$ cat config.mk
export PLATFORM = sky130hd
export DESIGN_NAME = ipv4_source_lpm_filter
export DESIGN_NICKNAME = d
export VERILOG_FILES = /design/src/rtl/lpmf_pkg.sv /design/src/rtl/lpmf_front.sv /design/src/rtl/lpmf_queue.sv /design/src/rtl/lpmf_back.sv /design/src/rtl/ipv4_source_lpm_filter.sv
export VERILOG_INCLUDE_DIRS = /design/src /design/src/rtl
export SDC_FILE = /design/constraint.sdc
export NUM_CORES = 2
export LEC_CHECK = 0
export ABC_AREA = 0
export BUFFER_PORTS_ARGS = -buffer_cell sky130_fd_sc_hd__buf_2
export CORE_ASPECT_RATIO = 1.1
export CORE_MARGIN = 2
export CORE_UTILIZATION = 56
export DETAILED_ROUTE_END_ITERATION = 6
export PLACE_DENSITY_LB_ADDON = 0.15
export SLEW_MARGIN = 10
export SYNTH_ARGS = -nofsm -noshare
export SYNTH_HDL_FRONTEND = slang
export SYNTH_SLANG_ARGS = --single-unit
$ cat constraint.sdc
create_clock -name clk -period 9.5 [get_ports clk]
set_input_delay 0.95 -clock clk [delete_from_list [all_inputs] [get_ports clk]]
set_output_delay 0.95 -clock clk [all_outputs]
set_load 0.01 [all_outputs]
$ cat src/rtl/ipv4_source_lpm_filter_macros.svh
// assertion helpers shared by the filter modules
// both expect clk and rst_n in the scope of the module that uses them
`ifndef IPV4_SOURCE_LPM_FILTER_MACROS_SVH
`define IPV4_SOURCE_LPM_FILTER_MACROS_SVH

// same-cycle implication
`define LPMF_ASSERT_NOW(label, ante, cons, msg) \
  label: assert property (@(posedge clk) disable iff (!rst_n) (ante) |-> (cons)) \
    else $error(msg);

// next-cycle implication
`define LPMF_ASSERT_NEXT(label, ante, cons, msg) \
  label: assert property (@(posedge clk) disable iff (!rst_n) (ante) |=> (cons)) \
    else $error(msg);

`endif

$ cat src/rtl/lpmf_pkg.sv
package lpmf_pkg;

  localparam int unsigned NUM_RULES_DEF   = 16;
  localparam int unsigned QUEUE_DEPTH_DEF = 4;

  localparam int unsigned IN_TDATA_W  = 88;
  localparam int unsigned OUT_TDATA_W = 104;

  localparam logic [1:0] VERDICT_PASS  = 2'd0;
  localparam logic [1:0] VERDICT_DROP  = 2'd1;
  localparam logic [1:0] VERDICT_ABORT = 2'd2;

  localparam logic [5:0]  COUNT_MAX      = 6'd63;
  localparam logic [5:0]  ETH_HDR_LEN    = 6'd14;
  localparam logic [5:0]  IPV4_MIN_LEN   = 6'd34;
  localparam logic [5:0]  PREFIX_LEN_MAX = 6'd32;
  localparam logic [15:0] ETHERTYPE_IPV4 = 16'h0800;

  typedef enum logic [1:0] {
    CMD_WRITE,
    CMD_READ,
    CMD_VERDICT,
    CMD_LOOKUP
  } cmd_kind_t;

  // work handed from the front to the back
  typedef struct packed {
    cmd_kind_t   kind;
    logic [1:0]  verdict;
    logic [3:0]  slot;
    logic [31:0] addr;
    logic [5:0]  len;
    logic [31:0] value;
    logic        enable;
  } cmd_t;

  typedef struct packed {
    logic [63:0] count_value;
    logic [31:0] hit_rule;
    logic        hit;
    logic [1:0]  verdict;
  } res_t;

endpackage

$ cat src/rtl/lpmf_front.sv
module lpmf_front (
  input  logic             clk,
  input  logic             rst_n,
  input  logic             in_valid,
  output logic             in_ready,
  input  logic [1:0]       in_mode,
  input  logic [7:0]       in_byte,
  input  logic             in_last,
  input  logic [3:0]       in_slot,
  input  logic [31:0]      in_prefix_addr,
  input  logic [5:0]       in_prefix_len,
  input  logic [31:0]      in_rule_number,
  input  logic             in_rule_enable,
  input  logic             q_full,
  output logic             push,
  output lpmf_pkg::cmd_t   push_cmd
);

  typedef enum logic [1:0] {
    MODE_BYTE,
    MODE_WRITE,
    MODE_READ,
    MODE_NONE
  } mode_t;

  logic [5:0]  byte_count_r, byte_count_nxt;
  logic [15:0] ether_type_r, ether_type_nxt;
  logic [31:0] source_addr_r, source_addr_nxt;
  logic [5:0]  count_inc;
  logic        acc;

  assign in_ready = !q_full;
  assign acc      = in_valid && in_ready;

  always_comb begin
    byte_count_nxt  = byte_count_r;
    ether_type_nxt  = ether_type_r;
    source_addr_nxt = source_addr_r;
    count_inc       = (byte_count_r < lpmf_pkg::COUNT_MAX) ? byte_count_r + 6'd1 : byte_count_r;
    push            = 1'b0;
    push_cmd        = '0;
    if (acc) begin
      unique case (mode_t'(in_mode))
        MODE_BYTE: begin
          if (byte_count_r == 6'd12 || byte_count_r == 6'd13) begin
            ether_type_nxt = {ether_type_r[7:0], in_byte};
          end else if (byte_count_r >= 6'd26 && byte_count_r <= 6'd29) begin
            source_addr_nxt = {source_addr_r[23:0], in_byte};
          end
          byte_count_nxt = count_inc;
          if (in_last) begin
            push          = 1'b1;
            push_cmd.kind = lpmf_pkg::CMD_VERDICT;
            push_cmd.addr = source_addr_nxt;
            // header checks settle everything but the table lookup
            if (count_inc < lpmf_pkg::ETH_HDR_LEN) begin
              push_cmd.verdict = lpmf_pkg::VERDICT_ABORT;
            end else if (ether_type_nxt != lpmf_pkg::ETHERTYPE_IPV4) begin
              push_cmd.verdict = lpmf_pkg::VERDICT_PASS;
            end else if (count_inc < lpmf_pkg::IPV4_MIN_LEN) begin
              push_cmd.verdict = lpmf_pkg::VERDICT_ABORT;
            end else begin
              push_cmd.kind = lpmf_pkg::CMD_LOOKUP;
            end
            byte_count_nxt  = '0;
            ether_type_nxt  = '0;
            source_addr_nxt = '0;
          end
        end
        MODE_WRITE: begin
          push            = 1'b1;
          push_cmd.kind   = lpmf_pkg::CMD_WRITE;
          push_cmd.slot   = in_slot;
          push_cmd.addr   = in_prefix_addr;
          push_cmd.len    = (in_prefix_len > lpmf_pkg::PREFIX_LEN_MAX) ?
                            lpmf_pkg::PREFIX_LEN_MAX : in_prefix_len;
          push_cmd.value  = in_rule_number;
          push_cmd.enable = in_rule_enable;
        end
        MODE_READ: begin
          push          = 1'b1;
          push_cmd.kind = lpmf_pkg::CMD_READ;
          push_cmd.slot = in_slot;
        end
        MODE_NONE: begin
        end
      endcase
    end
  end

  always_ff @(posedge clk) begin
    if (!rst_n) begin
      byte_count_r  <= '0;
      ether_type_r  <= '0;
      source_addr_r <= '0;
    end else begin
      byte_count_r  <= byte_count_nxt;
      ether_type_r  <= ether_type_nxt;
      source_addr_r <= source_addr_nxt;
    end
  end

endmodule

$ cat src/rtl/lpmf_queue.sv
`include "ipv4_source_lpm_filter_macros.svh"

module lpmf_queue #(
  parameter int unsigned DEPTH = lpmf_pkg::QUEUE_DEPTH_DEF
) (
  input  logic           clk,
  input  logic           rst_n,
  input  logic           push,
  input  lpmf_pkg::cmd_t push_cmd,
  output logic           full,
  input  logic           pop,
  output logic           empty,
  output lpmf_pkg::cmd_t head
);

  localparam int unsigned PTR_W = (DEPTH > 1) ? $clog2(DEPTH) : 1;
  localparam int unsigned CNT_W = $clog2(DEPTH + 1);

  lpmf_pkg::cmd_t   entry_r [DEPTH];
  logic [PTR_W-1:0] wr_ptr_r, wr_ptr_nxt;
  logic [PTR_W-1:0] rd_ptr_r, rd_ptr_nxt;
  logic [CNT_W-1:0] cnt_r, cnt_nxt;

  assign full  = (cnt_r == CNT_W'(DEPTH));
  assign empty = (cnt_r == '0);
  assign head  = entry_r[rd_ptr_r];

  always_comb begin
    wr_ptr_nxt = wr_ptr_r;
    rd_ptr_nxt = rd_ptr_r;
    cnt_nxt    = cnt_r;
    if (push) begin
      wr_ptr_nxt = (wr_ptr_r == PTR_W'(DEPTH - 1)) ? '0 : wr_ptr_r + 1'b1;
    end
    if (pop) begin
      rd_ptr_nxt = (rd_ptr_r == PTR_W'(DEPTH - 1)) ? '0 : rd_ptr_r + 1'b1;
    end
    if (push && !pop) begin
      cnt_nxt = cnt_r + 1'b1;
    end else if (pop && !push) begin
      cnt_nxt = cnt_r - 1'b1;
    end
  end

  always_ff @(posedge clk) begin
    if (!rst_n) begin
      wr_ptr_r <= '0;
      rd_ptr_r <= '0;
      cnt_r    <= '0;
    end else begin
      wr_ptr_r <= wr_ptr_nxt;
      rd_ptr_r <= rd_ptr_nxt;
      cnt_r    <= cnt_nxt;
    end
  end

  always_ff @(posedge clk) begin
    if (push) begin
      entry_r[wr_ptr_r] <= push_cmd;
    end
  end

  `LPMF_ASSERT_NOW(a_no_overflow, push, !full, "queue written while full")
  `LPMF_ASSERT_NOW(a_no_underflow, pop, !empty, "queue read while empty")
  `LPMF_ASSERT_NEXT(a_fill_step, push && !pop, cnt_r == $past(cnt_r) + 1'b1, "fill count lost a write")

endmodule

$ cat src/rtl/lpmf_back.sv
`include "ipv4_source_lpm_filter_macros.svh"

module lpmf_back #(
  parameter int unsigned NUM_RULES = lpmf_pkg::NUM_RULES_DEF
) (
  input  logic           clk,
  input  logic           rst_n,
  input  logic           q_empty,
  input  lpmf_pkg::cmd_t q_head,
  output logic           q_pop,
  output logic           res_valid,
  input  logic           res_ready,
  output lpmf_pkg::res_t res
);

  localparam int unsigned IDX_W  = (NUM_RULES > 1) ? $clog2(NUM_RULES) : 1;
  localparam int unsigned SCAN_W = $clog2(NUM_RULES + 1);

  typedef enum logic [2:0] {
    ST_IDLE,
    ST_SCAN,
    ST_LOOKUP_END,
    ST_COUNT,
    ST_READ
  } state_t;

  typedef struct packed {
    logic [31:0] prefix;
    logic [5:0]  len;
    logic [31:0] value;
  } rule_entry_t;

  function automatic logic [31:0] prefix_mask(input logic [5:0] len);
    logic [31:0] m;
    m = '0;
    if (len >= lpmf_pkg::PREFIX_LEN_MAX) begin
      m = '1;
    end else if (len != '0) begin
      m = ~(32'hFFFF_FFFF >> len);
    end
    return m;
  endfunction

  rule_entry_t       rule_mem [NUM_RULES];
  logic [63:0]       cnt_mem  [NUM_RULES];

  state_t            st_r, st_nxt;
  logic [SCAN_W-1:0] scan_cnt_r, scan_cnt_nxt;
  logic              chk_vld_r, chk_vld_nxt;
  logic [IDX_W-1:0]  chk_idx_r, chk_idx_nxt;
  logic [31:0]       src_r, src_nxt;
  logic              best_vld_r, best_vld_nxt;
  logic [5:0]        best_len_r, best_len_nxt;
  logic [31:0]       best_value_r, best_value_nxt;
  logic [IDX_W-1:0]  cnt_idx_r, cnt_idx_nxt;
  logic              cnt_ok_r, cnt_ok_nxt;
  logic [NUM_RULES-1:0] rule_valid_r, rule_valid_nxt;
  logic [NUM_RULES-1:0] cnt_valid_r, cnt_valid_nxt;
  logic              out_valid_r, out_valid_nxt;
  lpmf_pkg::res_t    res_r, res_nxt;

  rule_entry_t       rule_rd_r;
  logic [63:0]       cnt_rd_r;

  logic              rule_we, rule_re;
  logic [IDX_W-1:0]  rule_waddr, rule_raddr;
  rule_entry_t       rule_wdata;
  logic              cnt_we, cnt_re;
  logic [IDX_W-1:0]  cnt_waddr, cnt_raddr;
  logic [63:0]       cnt_wdata;

  logic              out_free;
  logic              emit;
  logic              slot_ok;
  logic              value_ok;
  logic              rule_match;

  assign out_free  = !out_valid_r || res_ready;
  assign res_valid = out_valid_r;
  assign res       = res_r;
  assign slot_ok   = 32'(q_head.slot) < 32'(NUM_RULES);
  assign value_ok  = best_value_r < 32'(NUM_RULES);
  assign rule_match = rule_valid_r[chk_idx_r]
                   && (((src_r ^ rule_rd_r.prefix) & prefix_mask(rule_rd_r.len)) == '0)
                   && (!best_vld_r || rule_rd_r.len > best_len_r);

  always_comb begin
    st_nxt         = st_r;
    scan_cnt_nxt   = scan_cnt_r;
    chk_vld_nxt    = 1'b0;
    chk_idx_nxt    = chk_idx_r;
    src_nxt        = src_r;
    best_vld_nxt   = best_vld_r;
    best_len_nxt   = best_len_r;
    best_value_nxt = best_value_r;
    cnt_idx_nxt    = cnt_idx_r;
    cnt_ok_nxt     = cnt_ok_r;
    rule_valid_nxt = rule_valid_r;
    cnt_valid_nxt  = cnt_valid_r;
    out_valid_nxt  = out_valid_r && !res_ready;
    res_nxt        = res_r;
    emit           = 1'b0;
    q_pop          = 1'b0;
    rule_we        = 1'b0;
    rule_waddr     = IDX_W'(q_head.slot);
    rule_wdata     = '{prefix: q_head.addr, len: q_head.len, value: q_head.value};
    rule_re        = 1'b0;
    rule_raddr     = scan_cnt_r[IDX_W-1:0];
    cnt_we         = 1'b0;
    cnt_waddr      = cnt_idx_r;
    cnt_wdata      = (cnt_valid_r[cnt_idx_r] ? cnt_rd_r : 64'd0) + 64'd1;
    cnt_re         = 1'b0;
    cnt_raddr      = IDX_W'(q_head.slot);

    unique case (st_r)
      ST_IDLE: begin
        if (!q_empty) begin
          unique case (q_head.kind)
            lpmf_pkg::CMD_WRITE: begin
              q_pop = 1'b1;
              if (slot_ok) begin
                rule_we = 1'b1;
                rule_valid_nxt[IDX_W'(q_head.slot)] = q_head.enable;
              end
            end
            lpmf_pkg::CMD_READ: begin
              q_pop       = 1'b1;
              cnt_re      = slot_ok;
              cnt_ok_nxt  = slot_ok;
              cnt_idx_nxt = IDX_W'(q_head.slot);
              st_nxt      = ST_READ;
            end
            lpmf_pkg::CMD_VERDICT: begin
              if (out_free) begin
                q_pop   = 1'b1;
                emit    = 1'b1;
                res_nxt = '{count_value: 64'd0, hit_rule: 32'd0, hit: 1'b0,
                            verdict: q_head.verdict};
              end
            end
            lpmf_pkg::CMD_LOOKUP: begin
              q_pop        = 1'b1;
              src_nxt      = q_head.addr;
              scan_cnt_nxt = '0;
              best_vld_nxt = 1'b0;
              st_nxt       = ST_SCAN;
            end
          endcase
        end
      end
      ST_SCAN: begin
        // issue one rule read per cycle, check the one read in the previous cycle
        if (scan_cnt_r < SCAN_W'(NUM_RULES)) begin
          rule_re      = 1'b1;
          chk_vld_nxt  = 1'b1;
          chk_idx_nxt  = scan_cnt_r[IDX_W-1:0];
          scan_cnt_nxt = scan_cnt_r + 1'b1;
        end else begin
          st_nxt = ST_LOOKUP_END;
        end
        if (chk_vld_r && rule_match) begin
          best_vld_nxt   = 1'b1;
          best_len_nxt   = rule_rd_r.len;
          best_value_nxt = rule_rd_r.value;
        end
      end
      ST_LOOKUP_END: begin
        if (best_vld_r && value_ok) begin
          cnt_re      = 1'b1;
          cnt_raddr   = IDX_W'(best_value_r);
          cnt_idx_nxt = IDX_W'(best_value_r);
          st_nxt      = ST_COUNT;
        end else if (out_free) begin
          emit    = 1'b1;
          res_nxt = '{count_value: 64'd0,
                      hit_rule: best_vld_r ? best_value_r : 32'd0,
                      hit: best_vld_r,
                      verdict: best_vld_r ? lpmf_pkg::VERDICT_DROP : lpmf_pkg::VERDICT_PASS};
          st_nxt  = ST_IDLE;
        end
      end
      ST_COUNT: begin
        if (out_free) begin
          cnt_we                   = 1'b1;
          cnt_valid_nxt[cnt_idx_r] = 1'b1;
          emit                     = 1'b1;
          res_nxt = '{count_value: 64'd0, hit_rule: best_value_r, hit: 1'b1,
                      verdict: lpmf_pkg::VERDICT_DROP};
          st_nxt  = ST_IDLE;
        end
      end
      ST_READ: begin
        if (out_free) begin
          emit    = 1'b1;
          res_nxt = '{count_value: (cnt_ok_r && cnt_valid_r[cnt_idx_r]) ? cnt_rd_r : 64'd0,
                      hit_rule: 32'd0, hit: 1'b0, verdict: lpmf_pkg::VERDICT_PASS};
          st_nxt  = ST_IDLE;
        end
      end
      default: begin
        st_nxt = ST_IDLE;
      end
    endcase

    if (emit) begin
      out_valid_nxt = 1'b1;
    end
  end

  always_ff @(posedge clk) begin
    if (!rst_n) begin
      st_r         <= ST_IDLE;
      scan_cnt_r   <= '0;
      chk_vld_r    <= 1'b0;
      chk_idx_r    <= '0;
      best_vld_r   <= 1'b0;
      cnt_ok_r     <= 1'b0;
      cnt_idx_r    <= '0;
      rule_valid_r <= '0;
      cnt_valid_r  <= '0;
      out_valid_r  <= 1'b0;
    end else begin
      st_r         <= st_nxt;
      scan_cnt_r   <= scan_cnt_nxt;
      chk_vld_r    <= chk_vld_nxt;
      chk_idx_r    <= chk_idx_nxt;
      best_vld_r   <= best_vld_nxt;
      cnt_ok_r     <= cnt_ok_nxt;
      cnt_idx_r    <= cnt_idx_nxt;
      rule_valid_r <= rule_valid_nxt;
      cnt_valid_r  <= cnt_valid_nxt;
      out_valid_r  <= out_valid_nxt;
    end
    src_r        <= src_nxt;
    best_len_r   <= best_len_nxt;
    best_value_r <= best_value_nxt;
    res_r        <= res_nxt;
  end

  always_ff @(posedge clk) begin
    if (rule_we) begin
      rule_mem[rule_waddr] <= rule_wdata;
    end
    if (rule_re) begin
      rule_rd_r <= rule_mem[rule_raddr];
    end
  end

  always_ff @(posedge clk) begin
    if (cnt_we) begin
      cnt_mem[cnt_waddr] <= cnt_wdata;
    end
    if (cnt_re) begin
      cnt_rd_r <= cnt_mem[cnt_raddr];
    end
  end

  `LPMF_ASSERT_NOW(a_scan_bound, st_r == ST_SCAN, scan_cnt_r <= SCAN_W'(NUM_RULES), "scan ran past the table")
  `LPMF_ASSERT_NEXT(a_count_marked, cnt_we, cnt_valid_r[$past(cnt_waddr)], "counter written but not marked")
  `LPMF_ASSERT_NEXT(a_hit_is_drop, emit && res_nxt.hit, out_valid_r && res_r.verdict == lpmf_pkg::VERDICT_DROP, "hit without drop verdict")

endmodule

$ cat src/rtl/ipv4_source_lpm_filter.sv
// channel  dir  handshake           payload
// in_      in   in_tvalid/tready    tdata: frame byte and rule fields, tuser: mode, tlast
// out_     out  out_tvalid/tready   tdata: verdict, hit, hit_rule, count_value
//
// frame bytes are taken one per cycle while the queue has room
// a table lookup passes the back end states ST_SCAN (one rule read per cycle) and ST_LOOKUP_END,
// then ST_COUNT when a hit bumps a counter; a counter read passes ST_READ
// a queue of QUEUE_DEPTH commands sits between front and back; front stalls only when full
// rst_n clears parser, queue, rule valid bits and counter valid bits at once, no sweep
// the result register holds while out_tready is low; the back end keeps working until its next result is due
module ipv4_source_lpm_filter #(
  parameter int unsigned NUM_RULES   = lpmf_pkg::NUM_RULES_DEF,
  parameter int unsigned QUEUE_DEPTH = lpmf_pkg::QUEUE_DEPTH_DEF
) (
  input  logic                             clk,
  input  logic                             rst_n,
  input  logic                             in_tvalid,
  output logic                             in_tready,
  // packet_byte, slot, prefix_addr, prefix_len, rule_number, rule_enable, zero pad
  input  logic [lpmf_pkg::IN_TDATA_W-1:0]  in_tdata,
  // mode
  input  logic [1:0]                       in_tuser,
  input  logic                             in_tlast,
  output logic                             out_tvalid,
  input  logic                             out_tready,
  // verdict, hit, hit_rule, count_value, zero pad
  output logic [lpmf_pkg::OUT_TDATA_W-1:0] out_tdata
);

  lpmf_pkg::cmd_t push_cmd;
  lpmf_pkg::cmd_t head_cmd;
  lpmf_pkg::res_t res;
  logic           push;
  logic           pop;
  logic           q_full;
  logic           q_empty;

  lpmf_front u_front (
    .clk            (clk),
    .rst_n          (rst_n),
    .in_valid       (in_tvalid),
    .in_ready       (in_tready),
    .in_mode        (in_tuser),
    .in_byte        (in_tdata[7:0]),
    .in_last        (in_tlast),
    .in_slot        (in_tdata[11:8]),
    .in_prefix_addr (in_tdata[43:12]),
    .in_prefix_len  (in_tdata[49:44]),
    .in_rule_number (in_tdata[81:50]),
    .in_rule_enable (in_tdata[82]),
    .q_full         (q_full),
    .push           (push),
    .push_cmd       (push_cmd)
  );

  lpmf_queue #(
    .DEPTH (QUEUE_DEPTH)
  ) u_queue (
    .clk      (clk),
    .rst_n    (rst_n),
    .push     (push),
    .push_cmd (push_cmd),
    .full     (q_full),
    .pop      (pop),
    .empty    (q_empty),
    .head     (head_cmd)
  );

  lpmf_back #(
    .NUM_RULES (NUM_RULES)
  ) u_back (
    .clk       (clk),
    .rst_n     (rst_n),
    .q_empty   (q_empty),
    .q_head    (head_cmd),
    .q_pop     (pop),
    .res_valid (out_tvalid),
    .res_ready (out_tready),
    .res       (res)
  );

  assign out_tdata = {5'd0, res};

endmodule
==> flow_summary.yaml <==
clock_network:
  postCtsSetupBuffers: 0
  insertion_delay_ps: 930
  cts_made_buffers: 294
  cts_resized: 0
  clkTransAtPathRegs_ps: 60
  cts_root_buf: "clkbuf_16"
  clkSinkCount: 2873
  cts_hold_buf: 0
  cts.htree.levels: 5
  cts_buffer_depth: 4
  cts_tree: "built"
sta:
  finalSetupViolCount: 0
  worstMarginPinSlew_ps: 1230
  final_max_slew_viol_count: 0
  fin_crit_ps: 6050
  fin_crit_sh_pct: 63.7
  max_freq_mhz: 165
  skew_ps: 47.2
  rsz0062_at_grt: "no"
  hold_viol: 0
  setup_tns_ps: 0
  relSlewSlack_pct: 17.6
power:
  fin_total_pwr_mw: 32.2
  p_comb_share_pct: 17.5
  switchingPower_mw: 8.55
  intPower_mw: 23.7
  p_leak_nw: 37.3
  ir_drop_mv: 0.285
  clockPowerShare_pct: 33.6
  sw_frac_of_total_pct: 26.5
  seqPwrFrac_pct: 48.9
  power_density_nw_per_um2: 262
place:
  io_buffer_count: 190
  gp_congestion: 0.812
  post-dp-hpwl_um: 130000
routing:
  detail_route.wirelength_um: 256000
  drt_iter0_drc: 6113
  vias: 55700
  post_drt_wl_per_cell_um: 29.3
  ant_nets: 0
  drc_errors: 0
  vias_per_cell: 6.36
  first_pass_iters: 6
run_status:
  status: "complete, no violations"
yosys:
  yosysTopAreaCell: "edfxtp_1"
  post-synth-top-count-cell: "edfxtp_1"
  async_flop_share_pct: 0
  ys_types: 85
  synth_common_cells: "2,758 x edfxtp_1, 438 x mux4_2, 333 x nor2_1, 238 x mux2i_1, 223 x nand2_1"
  synthCells: 5670
  synth_area_leaders: "edfxtp_1 76%, mux4_2 9.0%, mux2i_1 2.2%"
  ys_ff_latch: 2873
  synth_flop_cell: "edfxtp_1"
  ys_warn_count: 0
  ys_seq_area_share_pct: 77.6
  synth_edf_count: 2758
  synthesis.area_um2: 110000
  synth_top_area_share_pct: 75.5
  avgSynthCellArea_um2: 19.3
die:
  dieArea_um2: 199000
  die_x_um: 426
  start_util_pct: 56.3
  coreArea_um2: 195000
  io_pins: 201
  die_h_um: 468
  row_count: 170
setup_path:
  end_kind: "flop"
  crit_arrival_ps: 6640
  cp_top_family: "simple AND/OR/NAND/NOR gates"
  timing.critical_path.slowest_cell_delay_ps: 730
  crit_top_cell: "mux4_2"
  crit_path_cell_trace: "mux4_2, mux4_2, buf_4, nand2_1, inv_1, ha_1, and4_1, nor4b_2, and2_0, nand3_1, nor3_1, xnor2_1, nor2_1"
  path_buf_inv: 2
  critical_path_class: "reg -> reg"
  cp_max_fo: 18
  cpMaxStageDelayCell: "nor2_1"
  required_ps: 10090
  critPathLaunchType: "flop"
global_routing:
  track_usage_pct: 25.8
  grt_max_degree: 130
  grt.overflow.total: 0
  grt_pass1_wl_um: 372000
  grt_pass1_vias: 55600
  antenna_found_initial: 11
min_path:
  min_path_type: "in -> reg"
cells_and_area:
  layout.nets: 6094
  post_route_cells_drive_above_1_share_pct: 20.0
  areaGrowthSynthToFinish_pct: 12.0
run:
  max-cap-violations: 0
[tightest hold or removal path: stages]
cell     delay (ps)
buf_2           120
a22oi_1          80
nor2_1           80
[power by group through the flow]
stage / combinational (mW) / sequential [mW] / clock, mW
floorplan: 3.66 / 16.0 / 0
global placement: 5.53 / 16.0 / 0
detailed placement: 5.64 / 16.0 / 0
CTS: 5.66 / 15.8 / 11.0
global route: 6.06 / 15.8 / 11.5
finish: 5.63 / 15.8 / 10.8
[cells in the final DEF (no fill, tap or decap), drive strengths merged, types with 12 or more instances in the layout]
cell type	count
a2111o	49
a21oi	152
a221oi	22
a222oi	64
a22o	16
a22oi	115
a2bb2oi	15
and2	102
and3	63
buf	313
bufinv	19
clkbuf	372
clkinv	101
dfxtp	115
edfxtp	2758
ha	23
inv	39
mux2	17
mux2i	239
mux4	438
nand2	223
nand2b	18
nand3	94
nand4	25
nor2	334
nor3	41
nor4	19
o2111ai	16
o21ai	97
o22ai	52
or3	12
xnor2	53
xor2	38
[registers in the layout, summed over array words and instances (netlist names), 32 cells and up, named ones only]
name	flops
u_back.best_value_r	32
u_back.cnt_mem	1024
u_queue.entry_r	312
u_back.cnt_rd_r	64
u_back.src_r	32
u_back.rule_rd_r	70
u_front.source_addr_r	32
u_back.res	98
u_back.rule_mem	1120
[worst paths after layout]
check / to / depth (start not counted) / slack [ps] / start
max: u_back.cnt_mem[13][32] / 13 / 3450 / u_back.cnt_idx_r[2]
min: u_front.ether_type_r[1] / 3 / 350 / in_tdata[1]
max reg2reg: u_back.cnt_mem[13][32] / 13 / 3450 / u_back.cnt_idx_r[2]
min reg2reg: u_back.best_value_r[26] / 0 / 420 / u_back.rule_rd_r[26]
[cells by family after synthesis]
group                      after synthesis  synth area share, %
AOI/OAI and AO/OA                      671                 4.43
muxes                                  694                 11.4
and+or+nand+nor                        970                 4.26
buffers and inverters                  344                 1.32
xor gates and xnor gates                91                0.727
adders and majority gates               26                0.299
other                                    1              0.00342
DFF                                   2873                 77.6
[layer usage]
metal | GRT usage, % | up-vias | share of wire (%)
met1 | 36.1 | 29200 | 40
li1 | - | 23700 | -
met3 | 3.94 | 383 | 7.9
met2 | 42.7 | 2483 | 50
met5 | 0 | - | 0.0051
met4 | 6.98 | 2 | 2.3
[per-stage QoR]
stage          area (µm²)  hold WS, ps  setup WS (ps)  instances  utilization (%)
2_1_floorplan      110000          400            157       5674                -
3_3_place_gp       114000          401           3840       8259             58.5
3_5_place_dp       114000          405           3630       8259             58.5
4_1_cts            123000          286           3630       8757             63.1
5_1_grt            123000          354           3260       8759             63.1
6_report           123000          347           3450       8760             63.1
[cell type report]
type | instances | area [µm²]
Sequential cell | 2873 | 85100
Fill cell | 13400 | 72000
Multi-Input combinational cell | 2457 | 23500
Clock buffer | 372 | 7820
Tap cell | 2580 | 3230
Timing Repair Buffer | 313 | 1910
Clock inverter | 126 | 1070
Inverter | 36 | 136
Antenna cell | 3 | 7.51
(Power assumes the default switching activity.)
